### src/sv/tplh_pkg.sv
// tplh_pkg: shared types, codes and constants of the two-level hash lookup.
// Used by every module of the block through scoped names; depends on nothing.

package tplh_pkg;

    // prime modulus of the universal hash and its scaled reciprocal
    localparam logic [15:0] PRIME = 16'd49999;
    localparam logic [31:0] RECIP = 32'((64'd1 << 47) / 64'd49999);

    // hash result width (second-level modulus is up to 11 bits)
    localparam int unsigned HW = 11;

    // queue between front and back
    localparam int unsigned QDEPTH = 8;
    localparam int unsigned QPTR_W = 3;
    localparam int unsigned QCNT_W = 4;

    typedef enum logic [1:0] {
        FN_BUCKET = 2'd0,
        FN_SLOT   = 2'd1,
        FN_LOOKUP = 2'd2
    } func_t;

    typedef enum logic [2:0] {
        ST_HIT       = 3'd0,
        ST_NO_BUCKET = 3'd1,
        ST_EMPTY     = 3'd2,
        ST_MISMATCH  = 3'd3,
        ST_WRITTEN   = 3'd4,
        ST_BAD_ADDR  = 3'd5
    } status_t;

    typedef struct packed {
        logic [1:0]  func;
        logic [9:0]  addr;
        logic [31:0] key;
        logic [31:0] value;
        logic [15:0] sub_alpha;
        logic [15:0] sub_beta;
        logic [10:0] sub_size;
        logic [9:0]  sub_base;
        logic        present;
        logic [8:0]  bucket_idx;   // first-level hash, filled by the front
        logic        bkt_hit;      // bucket in range and present, filled by the back
        logic [9:0]  bkt_base;     // slot base of that bucket
    } item_t;

    typedef struct packed {
        logic        present;
        logic [15:0] alpha;
        logic [15:0] beta;
        logic [10:0] size;
        logic [9:0]  base;
    } bucket_t;

    typedef struct packed {
        logic empty;
        logic full;
    } q_stat_t;

    // one restoring division step of a remainder
    function automatic logic [HW-1:0] mod_step(logic [HW-1:0] rem, logic bit_in,
                                               logic [HW-1:0] m);
        logic [HW:0] t;
        t = {rem, bit_in};
        if (t >= {1'b0, m})
        begin
            t = t - {1'b0, m};
        end
        return t[HW-1:0];
    endfunction

endpackage

### src/sv/tplh_queue.sv
// tplh_queue: small register queue of item records between front and back.
// Depends on tplh_pkg.

module tplh_queue (
    input  logic              clk,
    input  logic              rst_n,
    input  logic              push,
    input  tplh_pkg::item_t   push_item,
    input  logic              pop,
    output tplh_pkg::item_t   head,
    output tplh_pkg::q_stat_t stat
);

    tplh_pkg::item_t                 mem_reg [tplh_pkg::QDEPTH];
    logic [tplh_pkg::QPTR_W-1:0]     wr_reg;
    logic [tplh_pkg::QPTR_W-1:0]     rd_reg;
    logic [tplh_pkg::QCNT_W-1:0]     cnt_reg;
    logic [tplh_pkg::QCNT_W-1:0]     cnt_next;

    assign cnt_next = cnt_reg + tplh_pkg::QCNT_W'(push) - tplh_pkg::QCNT_W'(pop);

    always_ff @(posedge clk or negedge rst_n)
    begin
        if (!rst_n)
        begin
            wr_reg  <= '0;
            rd_reg  <= '0;
            cnt_reg <= '0;
        end
        else
        begin
            if (push)
            begin
                wr_reg <= wr_reg + 1'b1;
            end
            if (pop)
            begin
                rd_reg <= rd_reg + 1'b1;
            end
            cnt_reg <= cnt_next;
        end
    end

    always_ff @(posedge clk)
    begin
        if (push)
        begin
            mem_reg[wr_reg] <= push_item;
        end
    end

    assign head       = mem_reg[rd_reg];
    assign stat.empty = (cnt_reg == '0);
    assign stat.full  = (cnt_reg == tplh_pkg::QCNT_W'(tplh_pkg::QDEPTH));

endmodule

### config.mk
export PLATFORM = sky130hd
export DESIGN_NAME = tplh_queue
export DESIGN_NICKNAME = d
export VERILOG_FILES = /design/src/sv/tplh_pkg.sv /design/src/sv/tplh_queue.sv
export SDC_FILE = /design/constraint.sdc
export NUM_CORES = 1
export LEC_CHECK = 0
export CAP_MARGIN = 20
export CORE_UTILIZATION = 55
export DETAILED_ROUTE_END_ITERATION = 8
export DONT_BUFFER_PORTS = 1
export PLACE_DENSITY_LB_ADDON = 0.2
export SYNTH_ARGS = -nofsm -noshare
export SYNTH_HDL_FRONTEND = slang
export SYNTH_SLANG_ARGS = --single-unit
### constraint.sdc
create_clock -name clk -period 12.5 [get_ports clk]
set_clock_uncertainty 0.2 [all_clocks]
set_input_delay 0 -clock clk [delete_from_list [all_inputs] [get_ports clk]]
set_output_delay 0 -clock clk [all_outputs]
set_load 0.005 [all_outputs]
# Word-level counts from Yosys, hierarchy flattened
# Memory sizes are Yosys's and may differ from the RTL's.
# Index checks and enable logic that the tools add are counted.
# totals
regBits	10
latchBits	0
mem_bits_rw	1200
rom_bits	0
input_bits	154
output_inout_bits	152
wordCells	12
memories	1
# mem_list
memory	words	width	read_ports	rd_clocked_by_memory_dff	write_ports	line_no	source
mem_reg	8	150	1	0	1	tplh_queue.sv:14	tplh_pkg::item_t mem_reg [tplh_pkg::QDEPTH];
# classes
n_addsub	4
multipliers	0
div	0
magnitude_cmp	0
n_eq_ne	1
shifts	0
mux	2
bitwise	0
reduce_logical	1
# op_table
op	n
adder 3 x 1 -> 3 bit (second input constant)	2
adder 4 x 1 -> 4 bit	1
equality test 4 bit (second input constant)	1
logical NOT 4 bit	1
subtractor 4 x 1 -> 4 bit	1
two-way mux 1 bit	2

# Logic depth before layout (Yosys ltp)
# logic_depth
ltp_word	2
ltp_mapped	7

# Worst setup path before layout
# OpenSTA, ideal clock, no wires.
# synth_timing
kind	flip-flop to flip-flop
from	register wr_reg[1] in the netlist's numbering
to	memory mem_reg[0][0] in the netlist's numbering, enable pin
arrival_time_ns	10.687
t_required_ns	11.457
slack_ns	0.770
stages_incl_launch_ff	3
cell_sequence	dfrtp_1 nand2b_1 nor3_1
# synth_rtl
element	line_no	source
from (decl)	tplh_queue.sv:15	logic [tplh_pkg::QPTR_W-1:0] wr_reg;
from (signal assigned)	tplh_queue.sv:34	wr_reg <= wr_reg + 1'b1;
to (decl)	tplh_queue.sv:14	
# No word-level cell before the write port.

==> key figures <==
Synthesis
  – Synthesized area: 46,250 um2
  – Xor and xnor area share after synthesis: 0.001136
  – Mapped Cells: 1,788
  – Synth warn: 0
  – Synth Area per Inst: 25.87 um2
  – Top post-synthesis cells by area: edfxtp_1 (78%), mux4_1 (8.5%), mux4_2 (7.4%), mux2_2 (3.7%), dfrtp_1 (0.54%)
  – Synth top area share: 0.7791
  – Post-synthesis simple-gate area fraction: 0.001704
  – Compound-Gate Fraction of Synth Area: 0.0002705
  – Multiplexer share of the synthesized area: 0.1952
  – Sequential fraction of the synthesis area: 0.7845
  – Post-synth top area cell: edfxtp_1
  – Synth Net Count: 1,951
  – Synth cell types: 23
  – Main combinational cell family by area after synthesis: multiplexers
  – Seq cells post-synth: 1,210
  – Synth Area in Adders: 0.002597

Clock tree
  – Clk pin slew, worst setup/hold paths: 0.06 ns
  – Number of CTS-inserted buffers: 118
  – CTS tree: done
  – CTS H-tree lvls: 3
  – Post_cts resized: 0
  – Setup Buffers After CTS: 0
  – Clk sinks: 1,210
  – Root Buffer Master: clkbuf_16
  – Worst-Skew Late Latency: 0.65 ns
  – Deepest clock path buffer count: 3

Floorplan
  – Die area: 85,260 um2
  – Die Wd: 292.0 um
  – Core footprint: 82,640 um2
  – Cell Rows: 105
  – Die Ht: 292.0 um
  – I/O pin cnt: 306
  – Initial Util: 0.5597

Global routing
  – Grt total ovfl: 0
  – Total Routing Usage GR: 0.2136
  – Vias in the first global route: 21,600
  – Global-route wire length before repair: 134,200 um
  – Pin count of the biggest net entering global routing: 110
  – Initial antenna violation count: 2

Detailed routing
  – Initial DRC count: 1,389
  – M1 wire length: 35,420 um
  – Routed WL: 89,830 um
  – Vias: 19,860
  – WL met3: 5160 um
  – # DRC: 0
  – Iteration count of the initial detailed-routing pass: 5
  – DR top layer: met5
  – DR WL/cell: 26.98 um
  – Number of vias per cell: 5.963
  – Met2 WL post-DR: 47,310 um
  – DRT antenna net count: 0

Placement
  – Final GP Congestion: 0.6943
  – Detailed Place HPWL: 46,120 um
  – I/O Buffers: 0

Setup path
  – Cells along the critical path: buf_12 -> buf_4 -> mux4_1 -> mux2_2
  – CP Data Arrival Time: 4.39 ns
  – CP required: 12.30 ns
  – Setup crit end kind: output pin
  – Critical Path Max Stage Delay: 1.00 ns
  – Slowest CP cell: dfrtp_4
  – Startpoint type of the worst setup path: register
  – Critical-path maximum fanout: 109
  – CP Class: reg -> out

Final layout
  – Diode count: 0
  – Commonest non-fill, non-tap cell in the layout: edfxtp_1
  – Post-layout net count: 2,327
  – Fraction of layout cells with a size suffix above 1: 0.2270
  – Area added between synthesis and finish: 17.04%
  – Filler Cell Count: 5,186
  – Most frequent cells in the layout: edfxtp_1 (1,200), dlygate4sd3_1 (304), mux2_2 (152)
  – Max FFs per register: 1,200

Power and ir drop
  – Clk pwr share: 0.292
  – Internal power: 8.538 mW
  – Comb pwr share: 0.258
  – Leak Pwr: 17.63 nW
  – VDD IR-drop max: 0.0001454 V
  – Psw: 3.261 mW
  – Cell area power density: 218.0 nW/um2
  – Sw Share: 0.2764
  – Reg power frac: 0.450

Timing
  – Count of final setup violators: 0
  – Hold Vio Cnt, Final: 0
  – Max Freq: 0.2177 GHz
  – Final Critical Period: 4.593 ns
  – Unrepaired setup endpoints after global routing: false
  – Worst Tran Pin Value: 1.062 ns
  – Final Max Slew Viols: 0
  – WHS: 0.03969 ns
  – Relative slew slack: 0.2917
  – TNS Setup: 0 ns
  – Ratio of final minimum period to clock period: 0.3675

Run
  – Max-Cap Viols: 0

Worst hold path
  – Min-delay worst type: in -> reg

Outcome
  – Status: completed
==> stage by stage <==
stage	std cells	worst slack, ns	util	cell area [um2]	total power [mW]
after floorplan	1788	0.7700	-	46250	7.757
after global placement	2810	8.467	0.5723	47290	8.321
after detailed placement	2810	8.429	0.5723	47290	8.388
after CTS	3330	7.702	0.6551	54130	11.95
after global routing	3330	7.564	0.6551	54130	12.27
final	3330	7.907	0.6551	54130	11.80
==> cells by family (layout without fill, tap and decap cells) <==
group	after synthesis	in the layout
AND/OR/NAND/NOR	17	17
AO/OA/AOI/OAI	2	2
XOR/XNOR	6	6
buffers and inverters	92	564
multiplexers	452	452
flip-flops	1210	1210
adder cells (fa/ha/maj)	9	9
==> timing repair <==
| action | CTS | global route |
|---|---|---|
| endpoints found under the hold margin | 1366 | 0 |
| setup endpoints to repair | 0 | 0 |
| hold buffers | 304 | 0 |
==> critical path: cells and delay by family (launching register included) <==
family	cells	cell delay (ns)
DFF	1	1.00
buffers and inverters	2	1.57
muxes	2	0.98
==> power by group through the flow <==
stage	sequential (mW)	clock, mW	combinational, mW
after global placement	5.37	0	2.95
final	5.31	3.45	3.04
after global routing	5.36	3.66	3.25
after CTS	5.32	3.51	3.12
after floorplan	5.40	0	2.35
after detailed placement	5.41	0	2.98
==> final cells by class <==
type / instances / area (um2) / area share
Clock buffer: 142 / 3085 / 0.05700
Tap cell: 1070 / 1339 / 0.02473
Sequential cell: 1210 / 36300 / 0.6705
Clock inverter: 74 / 711.9 / 0.01315
Timing Repair Buffer: 340 / 3326 / 0.06143
Inverter: 8 / 30.03 / 0.0005547
Multi-Input combinational cell: 486 / 9346 / 0.1727
==> cell usage after synthesis <==
master	count
dfrtp_1	10
edfxtp_1	1200
buf_6	15
fa_1	1
mux2_2	152
buf_8	16
nand2_1	4
nor3_1	2
a21oi_1	1
nand2b_1	3
mux4_2	151
and3_1	2
ha_1	8
xnor2_1	3
clkbuf_1	34
xor2_1	3
buf_1	13
inv_1	8
mux4_1	149
a21o_1	1
buf_12	2
nor2_1	6
buf_2	4
==> worst paths after layout <==
| kind | start | to | slack (ns) | cells past startpoint |
|---|---|---|---|---|
| max reg2reg | wr_reg[2]$_DFFE_PN0P_ | mem_reg[3][57]$_DFFE_PP_ | 8.98 | 4 |
| min reg2reg | wr_reg[1]$_DFFE_PN0P_ | wr_reg[1]$_DFFE_PN0P_ | 0.42 | 1 |
| max in group asynchronous | rst_n | rd_reg[2]$_DFFE_PN0P_ | 11.48 | 2 |
| max | rd_reg[0]$_DFFE_PN0P_ | head[66] | 7.91 | 4 |
| min | push_item[149] | mem_reg[6][149]$_DFFE_PP_ | 0.04 | 1 |
| min in group asynchronous | rst_n | rd_reg[1]$_DFFE_PN0P_ | 0.16 | 2 |
==> layer usage <==
| metal | GRT usage | up-vias |
|---|---|---|
| met4 | 0.05700 | 4 |
| met3 | 0.04529 | 131 |
| met1 | 0.2708 | 10630 |
| met2 | 0.3751 | 494 |
| met5 | 0 | - |
| li1 | - | 8599 |
Power figures use the tool's default switching activity.
