$ cat config.mk
export PLATFORM = sky130hd
export DESIGN_NAME = tplh_front
export DESIGN_NICKNAME = d
export VERILOG_FILES = /design/src/sv/tplh_pkg.sv /design/src/sv/tplh_hash.sv /design/src/sv/tplh_front.sv
export SDC_FILE = /design/constraint.sdc
export NUM_CORES = 2
export LEC_CHECK = 0
export BUFFER_PORTS_ARGS = -buffer_cell sky130_fd_sc_hd__buf_2
export CAP_MARGIN = 20
export CORE_UTILIZATION = 45
export DETAILED_ROUTE_END_ITERATION = 10
export PLACE_DENSITY = 0.67
export SETUP_SLACK_MARGIN = 0.4
export SYNTH_ARGS = -nofsm -noshare
export SYNTH_HDL_FRONTEND = slang
export SYNTH_SLANG_ARGS = --single-unit
$ cat constraint.sdc
create_clock -name clk -period 24 [get_ports clk]
set_input_delay 4.8 -clock clk [delete_from_list [all_inputs] [get_ports clk]]
set_output_delay 4.8 -clock clk [all_outputs]
set_load 0.01 [all_outputs]
$ cat src/sv/tplh_pkg.sv
// tplh_pkg: shared types, codes and constants of the two-level hash lookup.
// Used by every module of the block through scoped names; depends on nothing.

package tplh_pkg;

    // prime modulus of the universal hash and its scaled reciprocal
    localparam logic [15:0] PRIME = 16'd49999;
    localparam logic [31:0] RECIP = 32'((64'd1 << 47) / 64'd49999);

    // hash result width (second-level modulus is up to 11 bits)
    localparam int unsigned HW = 11;

    // queue between front and back
    localparam int unsigned QDEPTH = 8;
    localparam int unsigned QPTR_W = 3;
    localparam int unsigned QCNT_W = 4;

    typedef enum logic [1:0] {
        FN_BUCKET = 2'd0,
        FN_SLOT   = 2'd1,
        FN_LOOKUP = 2'd2
    } func_t;

    typedef enum logic [2:0] {
        ST_HIT       = 3'd0,
        ST_NO_BUCKET = 3'd1,
        ST_EMPTY     = 3'd2,
        ST_MISMATCH  = 3'd3,
        ST_WRITTEN   = 3'd4,
        ST_BAD_ADDR  = 3'd5
    } status_t;

    typedef struct packed {
        logic [1:0]  func;
        logic [9:0]  addr;
        logic [31:0] key;
        logic [31:0] value;
        logic [15:0] sub_alpha;
        logic [15:0] sub_beta;
        logic [10:0] sub_size;
        logic [9:0]  sub_base;
        logic        present;
        logic [8:0]  bucket_idx;   // first-level hash, filled by the front
        logic        bkt_hit;      // bucket in range and present, filled by the back
        logic [9:0]  bkt_base;     // slot base of that bucket
    } item_t;

    typedef struct packed {
        logic        present;
        logic [15:0] alpha;
        logic [15:0] beta;
        logic [10:0] size;
        logic [9:0]  base;
    } bucket_t;

    typedef struct packed {
        logic empty;
        logic full;
    } q_stat_t;

    // one restoring division step of a remainder
    function automatic logic [HW-1:0] mod_step(logic [HW-1:0] rem, logic bit_in,
                                               logic [HW-1:0] m);
        logic [HW:0] t;
        t = {rem, bit_in};
        if (t >= {1'b0, m})
        begin
            t = t - {1'b0, m};
        end
        return t[HW-1:0];
    endfunction

endpackage

$ cat src/sv/tplh_hash.sv
// tplh_hash: six-stage pipeline for h = ((a*k + b) mod 2^32 mod 49999) mod m.
// Carries one item record alongside. Depends on tplh_pkg.

module tplh_hash (
    input  logic                         clk,
    input  logic                         rst_n,
    input  logic                         en,
    input  logic                         in_valid,
    input  logic [31:0]                  key,
    input  logic [15:0]                  alpha,
    input  logic [15:0]                  beta,
    input  logic [tplh_pkg::HW-1:0]      modulus,
    input  tplh_pkg::item_t              in_item,
    output logic                         out_valid,
    output logic [tplh_pkg::HW-1:0]      hash,
    output tplh_pkg::item_t              out_item
);

    logic [5:0]            vld_reg;
    tplh_pkg::item_t       item_reg [6];
    logic [tplh_pkg::HW-1:0] m_reg [5];

    logic [31:0] p1_reg;
    logic [15:0] b1_reg;
    logic [31:0] x2_reg;
    logic [16:0] q2_reg;
    logic [31:0] x3_reg;
    logic [31:0] qd3_reg;
    logic [15:0] r4_reg;
    logic [tplh_pkg::HW-1:0] rem5_reg;
    logic [7:0]  lo5_reg;
    logic [tplh_pkg::HW-1:0] h6_reg;

    logic [47:0] mul1;
    logic [31:0] x2_next;
    logic [63:0] mul2;
    logic [32:0] mul3;
    logic [31:0] r4_raw;
    logic [31:0] r4_next;
    logic [tplh_pkg::HW-1:0] m_eff;
    logic [tplh_pkg::HW-1:0] rem5_next;
    logic [tplh_pkg::HW-1:0] h6_next;

    assign m_eff   = (modulus == '0) ? tplh_pkg::HW'(1) : modulus;
    assign mul1    = 48'(alpha) * 48'(key);
    assign x2_next = p1_reg + 32'(b1_reg);
    assign mul2    = 64'(x2_next) * 64'(tplh_pkg::RECIP);
    assign mul3    = 33'(q2_reg) * 33'(tplh_pkg::PRIME);
    assign r4_raw  = x3_reg - qd3_reg;
    assign r4_next = (r4_raw >= 32'(tplh_pkg::PRIME)) ? r4_raw - 32'(tplh_pkg::PRIME) : r4_raw;

    always_comb
    begin
        logic [tplh_pkg::HW-1:0] r;
        r = '0;
        for (int i = 15; i >= 8; i--)
        begin
            r = tplh_pkg::mod_step(r, r4_reg[i], m_reg[3]);
        end
        rem5_next = r;
    end

    always_comb
    begin
        logic [tplh_pkg::HW-1:0] r;
        r = rem5_reg;
        for (int i = 7; i >= 0; i--)
        begin
            r = tplh_pkg::mod_step(r, lo5_reg[i], m_reg[4]);
        end
        h6_next = r;
    end

    always_ff @(posedge clk or negedge rst_n)
    begin
        if (!rst_n)
        begin
            vld_reg <= '0;
        end
        else if (en)
        begin
            vld_reg <= {vld_reg[4:0], in_valid};
        end
    end

    always_ff @(posedge clk)
    begin
        if (en)
        begin
            item_reg[0] <= in_item;
            for (int i = 1; i < 6; i++)
            begin
                item_reg[i] <= item_reg[i-1];
            end
            m_reg[0] <= m_eff;
            for (int i = 1; i < 5; i++)
            begin
                m_reg[i] <= m_reg[i-1];
            end
            p1_reg   <= mul1[31:0];
            b1_reg   <= beta;
            x2_reg   <= x2_next;
            q2_reg   <= mul2[63:47];
            x3_reg   <= x2_reg;
            qd3_reg  <= mul3[31:0];
            r4_reg   <= r4_next[15:0];
            rem5_reg <= rem5_next;
            lo5_reg  <= r4_reg[7:0];
            h6_reg   <= h6_next;
        end
    end

    assign out_valid = vld_reg[5];
    assign hash      = h6_reg;
    assign out_item  = item_reg[5];

endmodule

$ cat src/sv/tplh_front.sv
// tplh_front: accepts items, holds the first-level hash registers, computes
// the bucket index and pushes the record into the queue. Depends on tplh_pkg, tplh_hash.

module tplh_front (
    input  logic              clk,
    input  logic              rst_n,
    input  logic              cfg_we,
    input  logic [1:0]        cfg_addr,
    input  logic [15:0]       cfg_data,
    input  logic              busy,
    input  logic              accept,
    input  tplh_pkg::item_t   in_item,
    input  logic              pop,
    output logic              ready,
    output logic              push,
    output tplh_pkg::item_t   push_item
);

    localparam logic [1:0] REG_ALPHA   = 2'd0;
    localparam logic [1:0] REG_BETA    = 2'd1;
    localparam logic [1:0] REG_BUCKETS = 2'd2;

    logic [15:0] alpha_reg;
    logic [15:0] beta_reg;
    logic [8:0]  buckets_reg;
    logic [tplh_pkg::QCNT_W-1:0] occ_reg;
    logic [tplh_pkg::QCNT_W-1:0] occ_next;

    logic [tplh_pkg::HW-1:0] hash;
    tplh_pkg::item_t         hash_item;

    always_ff @(posedge clk or negedge rst_n)
    begin
        if (!rst_n)
        begin
            alpha_reg   <= 16'd0;
            beta_reg    <= 16'd1;
            buckets_reg <= 9'd1;
        end
        else if (cfg_we)
        begin
            case (cfg_addr)
                REG_ALPHA:   alpha_reg   <= cfg_data;
                REG_BETA:    beta_reg    <= cfg_data;
                REG_BUCKETS: buckets_reg <= cfg_data[8:0];
                default:     ;
            endcase
        end
    end

    // items in the hash pipe plus items in the queue
    assign occ_next = occ_reg + tplh_pkg::QCNT_W'(accept) - tplh_pkg::QCNT_W'(pop);

    always_ff @(posedge clk or negedge rst_n)
    begin
        if (!rst_n)
        begin
            occ_reg <= '0;
        end
        else
        begin
            occ_reg <= occ_next;
        end
    end

    assign ready = !busy && (occ_reg < tplh_pkg::QCNT_W'(tplh_pkg::QDEPTH));

    tplh_hash u_hash (
        .clk       (clk),
        .rst_n     (rst_n),
        .en        (1'b1),
        .in_valid  (accept),
        .key       (in_item.key),
        .alpha     (alpha_reg),
        .beta      (beta_reg),
        .modulus   (tplh_pkg::HW'(buckets_reg)),
        .in_item   (in_item),
        .out_valid (push),
        .hash      (hash),
        .out_item  (hash_item)
    );

    // bucket index is below 511, so nine bits hold it
    always_comb
    begin
        push_item            = hash_item;
        push_item.bucket_idx = hash[8:0];
    end

endmodule

* After elaboration in Yosys (flattened, before gate mapping)
Memory sizes are Yosys's and may differ from the RTL's.
Index checks and enable logic that the tools add are counted.
** Operators by class
- Multiplexer cells :: 18
- $add $sub $neg :: 21
- Reductions and logical operators :: 7
- Order comparisons :: 18
- Bitwise operators :: 0
- Divide/modulo/power cells :: 0
- Multiply operators :: 3
- Shift operators :: 0
- Equal/unequal tests :: 2
** Operators by type and width (number)
- greater-or-equal comparator 12 x 11 -> 1 bit :: 15
- two-way mux 11 bit :: 15
- subtractor 11 bit :: 14
- multiplier 32 x 32 -> 64 bit (second input constant) :: 1
- adder 32 x 16 -> 32 bit :: 1
- greater-or-equal comparator 32 x 16 -> 1 bit (second input constant) :: 1
- multiplier 16 x 32 -> 32 bit :: 1
- multiplier 17 x 16 -> 32 bit (second input constant) :: 1
- subtractor 32 bit :: 1
- two-way mux 9 bit :: 2
- two-way mux 16 bit :: 1
- subtractor 16 bit (second input constant) :: 1
- greater-or-equal comparator 1 x 11 -> 1 bit :: 1
- zero test 11 bit :: 1
- subtractor 1 x 11 -> 11 bit :: 1
- subtractor 9 bit :: 1
- AND reduction 2 bit :: 3
- adder 4 x 1 -> 4 bit :: 1
- < comparator 4 bit (second input constant) :: 1
- subtractor 4 x 1 -> 4 bit :: 1
- equality test 2 x 1 -> 1 bit (second input constant) :: 1
- equality test 2 bit (second input constant) :: 1
- zero test 2 bit :: 1
- logical AND 1 bit :: 1
- zero test 1 bit :: 1
** Word-level totals
- Register bits after elaboration :: 256
- Memory bits (writable) :: 955
- ROM bits :: 0
- Logic and storage cells :: 86
- Latch bits :: 0
- Output and inout bits :: 152
- Input bits :: 174
- Memories :: 2
** Memories
- u_hash.item_reg :: words 6, bits a word 150, rd ports 6, clocked after Yosys merged registers in 0, wr ports 6, line tplh_hash.sv:20 : tplh_pkg::item_t item_reg [6];
- u_hash.m_reg :: words 5, bits a word 11, rd ports 5, clocked after Yosys merged registers in 0, wr ports 5, line tplh_hash.sv:21 : logic [tplh_pkg::HW-1:0] m_reg [5];

* Depth between registers and ports, before layout
An unclocked memory read counts as a cell.
- Depth in word-level cells :: 17
- Mapped depth :: 95
- Depth with buffers taken out :: 90

* By module
Synthesis repeated with hierarchy kept, for this count alone.
** Second synthesis, totals
- Cell total of the unflattened synthesis :: 6472
- Area total of the unflattened synthesis :: 81977.4 um2
** By module, submodules not included
- tplh_hash :: area each 80180.6 um2, seq. area each 35043.6 um2, instances 1, cells each 6361
- tplh_front :: area each 1796.7 um2, seq. area each 1128.6 um2, instances 1, cells each 111

* Least setup slack after synthesis
No wires, ideal clock.
- Path type :: register -> register
- Start point :: memory u_hash.m_reg[0][51] in the netlist's numbering
- End point :: register u_hash.h6_reg (netlist bit u_hash.hash[2])
- Stages on the path, launching flop included :: 92
- Setup time :: 0.121 ns
- Clock period less this slack :: 18.439 ns
- Setup slack :: 5.561 ns
- Arrival time :: 18.318 ns
- Buffers on the path :: 6
- Required time :: 23.879 ns
- Path through :: dfxtp_1 -> inv_1 -> ha_1 -> buf_6 -> a21o_1 -> a2111oi_4 -> o211ai_2 -> or2_1 -> buf_2 -> nor2_1 -> a21oi_1 -> fa_1 -> a21o_1 -> a211oi_1 -> o21ai_0 -> a21oi_1 -> nand2_1 -> nor4_4 -> [... 56 more ...] -> a21oi_1 -> o21ai_0 -> a21o_1 -> or4_4 -> and2_4 -> buf_6 -> mux2_4 -> ha_1 -> nor2b_1 -> o21ai_0 -> nand2b_1 -> a221oi_1 -> o21ai_0 -> a21o_1 -> o21bai_1 -> a2111oi_0 -> a31oi_2 -> mux2_2
** RTL lines
- start: declaration :: line tplh_hash.sv:21
- end signal: assignment :: line tplh_hash.sv:109 : h6_reg <= h6_next;
- end: declaration :: line tplh_hash.sv:32 : logic [tplh_pkg::HW-1:0] h6_reg;

==> results_dict.tcl <==
set metrics [dict create \
    cts_tree "done" \
    rsz0062_at_grt "false" \
    syn_inst 6258 \
    wl_per_cell_um 16.23 \
    slew_violations 0 \
    synth_area_um2 67720 \
    start_util 0.4559 \
    largest_register_ffs 846 \
    fillCellCount 13188 \
    synth.distinct_cells 96 \
    htree_levels 3 \
    worst_ep_arrival_time_ns 22.09 \
    finClkSkew_ns 0.08659 \
    worst_pin_slew_ns 1.074 \
    required_ns 24.63 \
    cp-end-kind "flip-flop" \
    synth_top_family_by_area "adder cells" \
    critPathLaunchType "flip-flop" \
    fin_ws_ns 2.537 \
    drtAntennaViolNets 0 \
    period_share 0.8943 \
    pin_count 326 \
    antenna_found_initial 4 \
    crit_type "flip-flop to flip-flop" \
    post-cts-setup-buffer-count 0 \
    grt_start_max_net_pins 52 \
    drive_gt1_frac 0.1047 \
    dp_slack_ns 2.645 \
    nNetsFinal 8401 \
    synth_fa_ha_area_frac 0.3804 \
    dp_cells 8535 \
    multi_input_area_um2 39200 \
    cts_made_buffers 109 \
    min_path_type "flip-flop to flip-flop" \
    place_congestion 0.8835 \
    cts.clk_slew.worst_paths_ns 0.07 \
    ys_warn_count 0 \
    yosysTopAreaCell "dfxtp_1" \
    chipWidth_um 389.9 \
    core_area_um2 148500 \
    synth_xor_area_frac 0.03350 \
    post_cts_hold_buffer_count 0 \
    critPathMaxFanout 19 \
    drcViolationCount 0 \
    synthTopCellsByArea "dfxtp_1 (32%), fa_1 (24%), ha_1 (15%), inv_1 (7.4%), xnor2_1 (2.3%)" \
    register_area_um2 23220 \
    synth_top_area_frac 0.3240 \
    grt.total_usage 0.1902 \
    io_buffers 316 \
    max_cap_violations 0 \
    finalSetupViolCount 0 \
    fin_cells 8740 \
    hold_viol_final 0 \
    r2r_slack_ns 2.54 \
    cts_resized 0 \
    synthArstFlopShare 0.04446 \
    first_pass_iters 5 \
    rows 141 \
    gr-total-overflow 0 \
    ys.flop_type "dfxtp_1" \
    synth.mux.area_fraction 0.01953 \
    cp_common_cell "a21oi_1" \
    syn_nets 8014 \
    ys_seq_area_frac 0.3429 \
    die_h_um 389.9 \
    grt_pass1_vias 44926 \
    syn_area_per_cell_um2 10.82 \
    synth_compound_area_frac 0.06348 \
    fmax_mhz 46.59 \
    cp_slowest_cell "nor2_1" \
    vias 42686 \
    fin_setup_tns_ns 0 \
    grt_pass1_wl_um 230500 \
    synth_edf_count 0 \
    yosys.area_share.simple 0.08057 \
    dp_hpwl_um 112000 \
    worstSkewPairLatency_ns 0.74 \
    outcome "finished clean" \
    cts_sinks 1147 \
    yosys_register_bits 1147 \
    cts_buffer_depth 3 \
    critPathMaxStageDelay_ns 0.60 \
    dieArea_um2 152100 \
    yosys-top-cells-count "inv_1 (1336), dfxtp_1 (1096), fa_1 (795)" \
    drt-initial-drc-count 1731 \
    fin_crit_ns 21.46 \
    slew-limit-headroom 0.2821 \
    synthToLayoutAreaGrowth_pct 11.84 \
    routed_wl_um 141800 \
    avgViaCountPerCell 4.884 \
    cts-root-buf "clkbuf_16" \
    yosysMostFrequentCell "inv_1" \
]
[layer usage]
layer / part of all wire / wire length, um / vias to the layer above / GRT usage
li1: - / - / 20442 / -
met1: 0.42 / 59460 / 21114 / 0.2366
met2: 0.51 / 72090 / 890 / 0.3390
met3: 0.045 / 6332 / 240 / 0.02716
met4: 0.028 / 3942 / 0 / 0.05797
met5: 0 / 0 / - / 0
[cells by family (layout without fill, tap and decap cells)]
group / count (synthesis) / after routing
simple gates: 1075 / 1075
buf+inv: 1429 / 1906
xor+xnor: 259 / 259
mux: 118 / 118
compound gates: 648 / 648
flops: 1147 / 1147
fa+ha+maj: 1582 / 1582
other cells: 0 / 3
[critical path: cells and delay by family, from the launching register on]
family / cells / cell delay (ns)
buf+inv: 2 / 0.64
compound gates: 42 / 9.41
simple gates: 24 / 5.13
fa+ha+maj: 8 / 3.08
flops: 1 / 0.47
mux: 8 / 2.65
[cells in the final DEF, fill, tap and decap left out, drive strengths merged, types with 22 or more instances in the layout]
master	instances
dfxtp	1096
clkbuf	151
ha	787
o21ai	148
nor2b	53
a21oi	163
a21o	80
nand2b	41
and3	26
nor2	200
mux2	92
and2	200
dfrtp	49
nand4	32
mux2i	26
nand3	51
xnor2	181
o31ai	22
o21a	36
xor2	78
inv	1349
buf	369
nor3	64
a211oi	25
o21bai	30
fa	795
nand2	329
[worst paths after layout]
path	startpoint	to	cells past startpoint
max	u_hash.m_reg[0][45]	u_hash.hash[2]	84
min	u_hash.r4_reg[2]	u_hash.lo5_reg[2]	0
max reg2reg	u_hash.m_reg[0][45]	u_hash.hash[2]	84
min reg2reg	u_hash.r4_reg[2]	u_hash.lo5_reg[2]	0
max in group asynchronous	rst_n	buckets_reg[2]	2
min in group asynchronous	rst_n	occ_reg[3]	2
[through the flow]
stage          hold slack, ns    util  cell area, um^2
6_report               0.2515  0.5099            75740
3_3_place_gp           0.3095  0.4841            71910
5_1_grt                0.2396  0.5099            75740
4_1_cts                0.2306  0.5098            75730
2_1_floorplan          0.3096       -            67720
3_5_place_dp           0.3121  0.4841            71910
[final cells by class]
type                    count  share of cell area
diodes                      3          0.00009911
clock buffers             151             0.04154
clock inverters            50            0.008788
inverters                1336             0.06621
multi-input cells        3682              0.5176
flip-flops and latches   1147              0.3066
well taps                2002             0.03307
repair buffers            369             0.02618
Power is left out: the tool's default activity adds up to more than one toggle a clock period on the data nets, which glitch-free logic cannot reach.
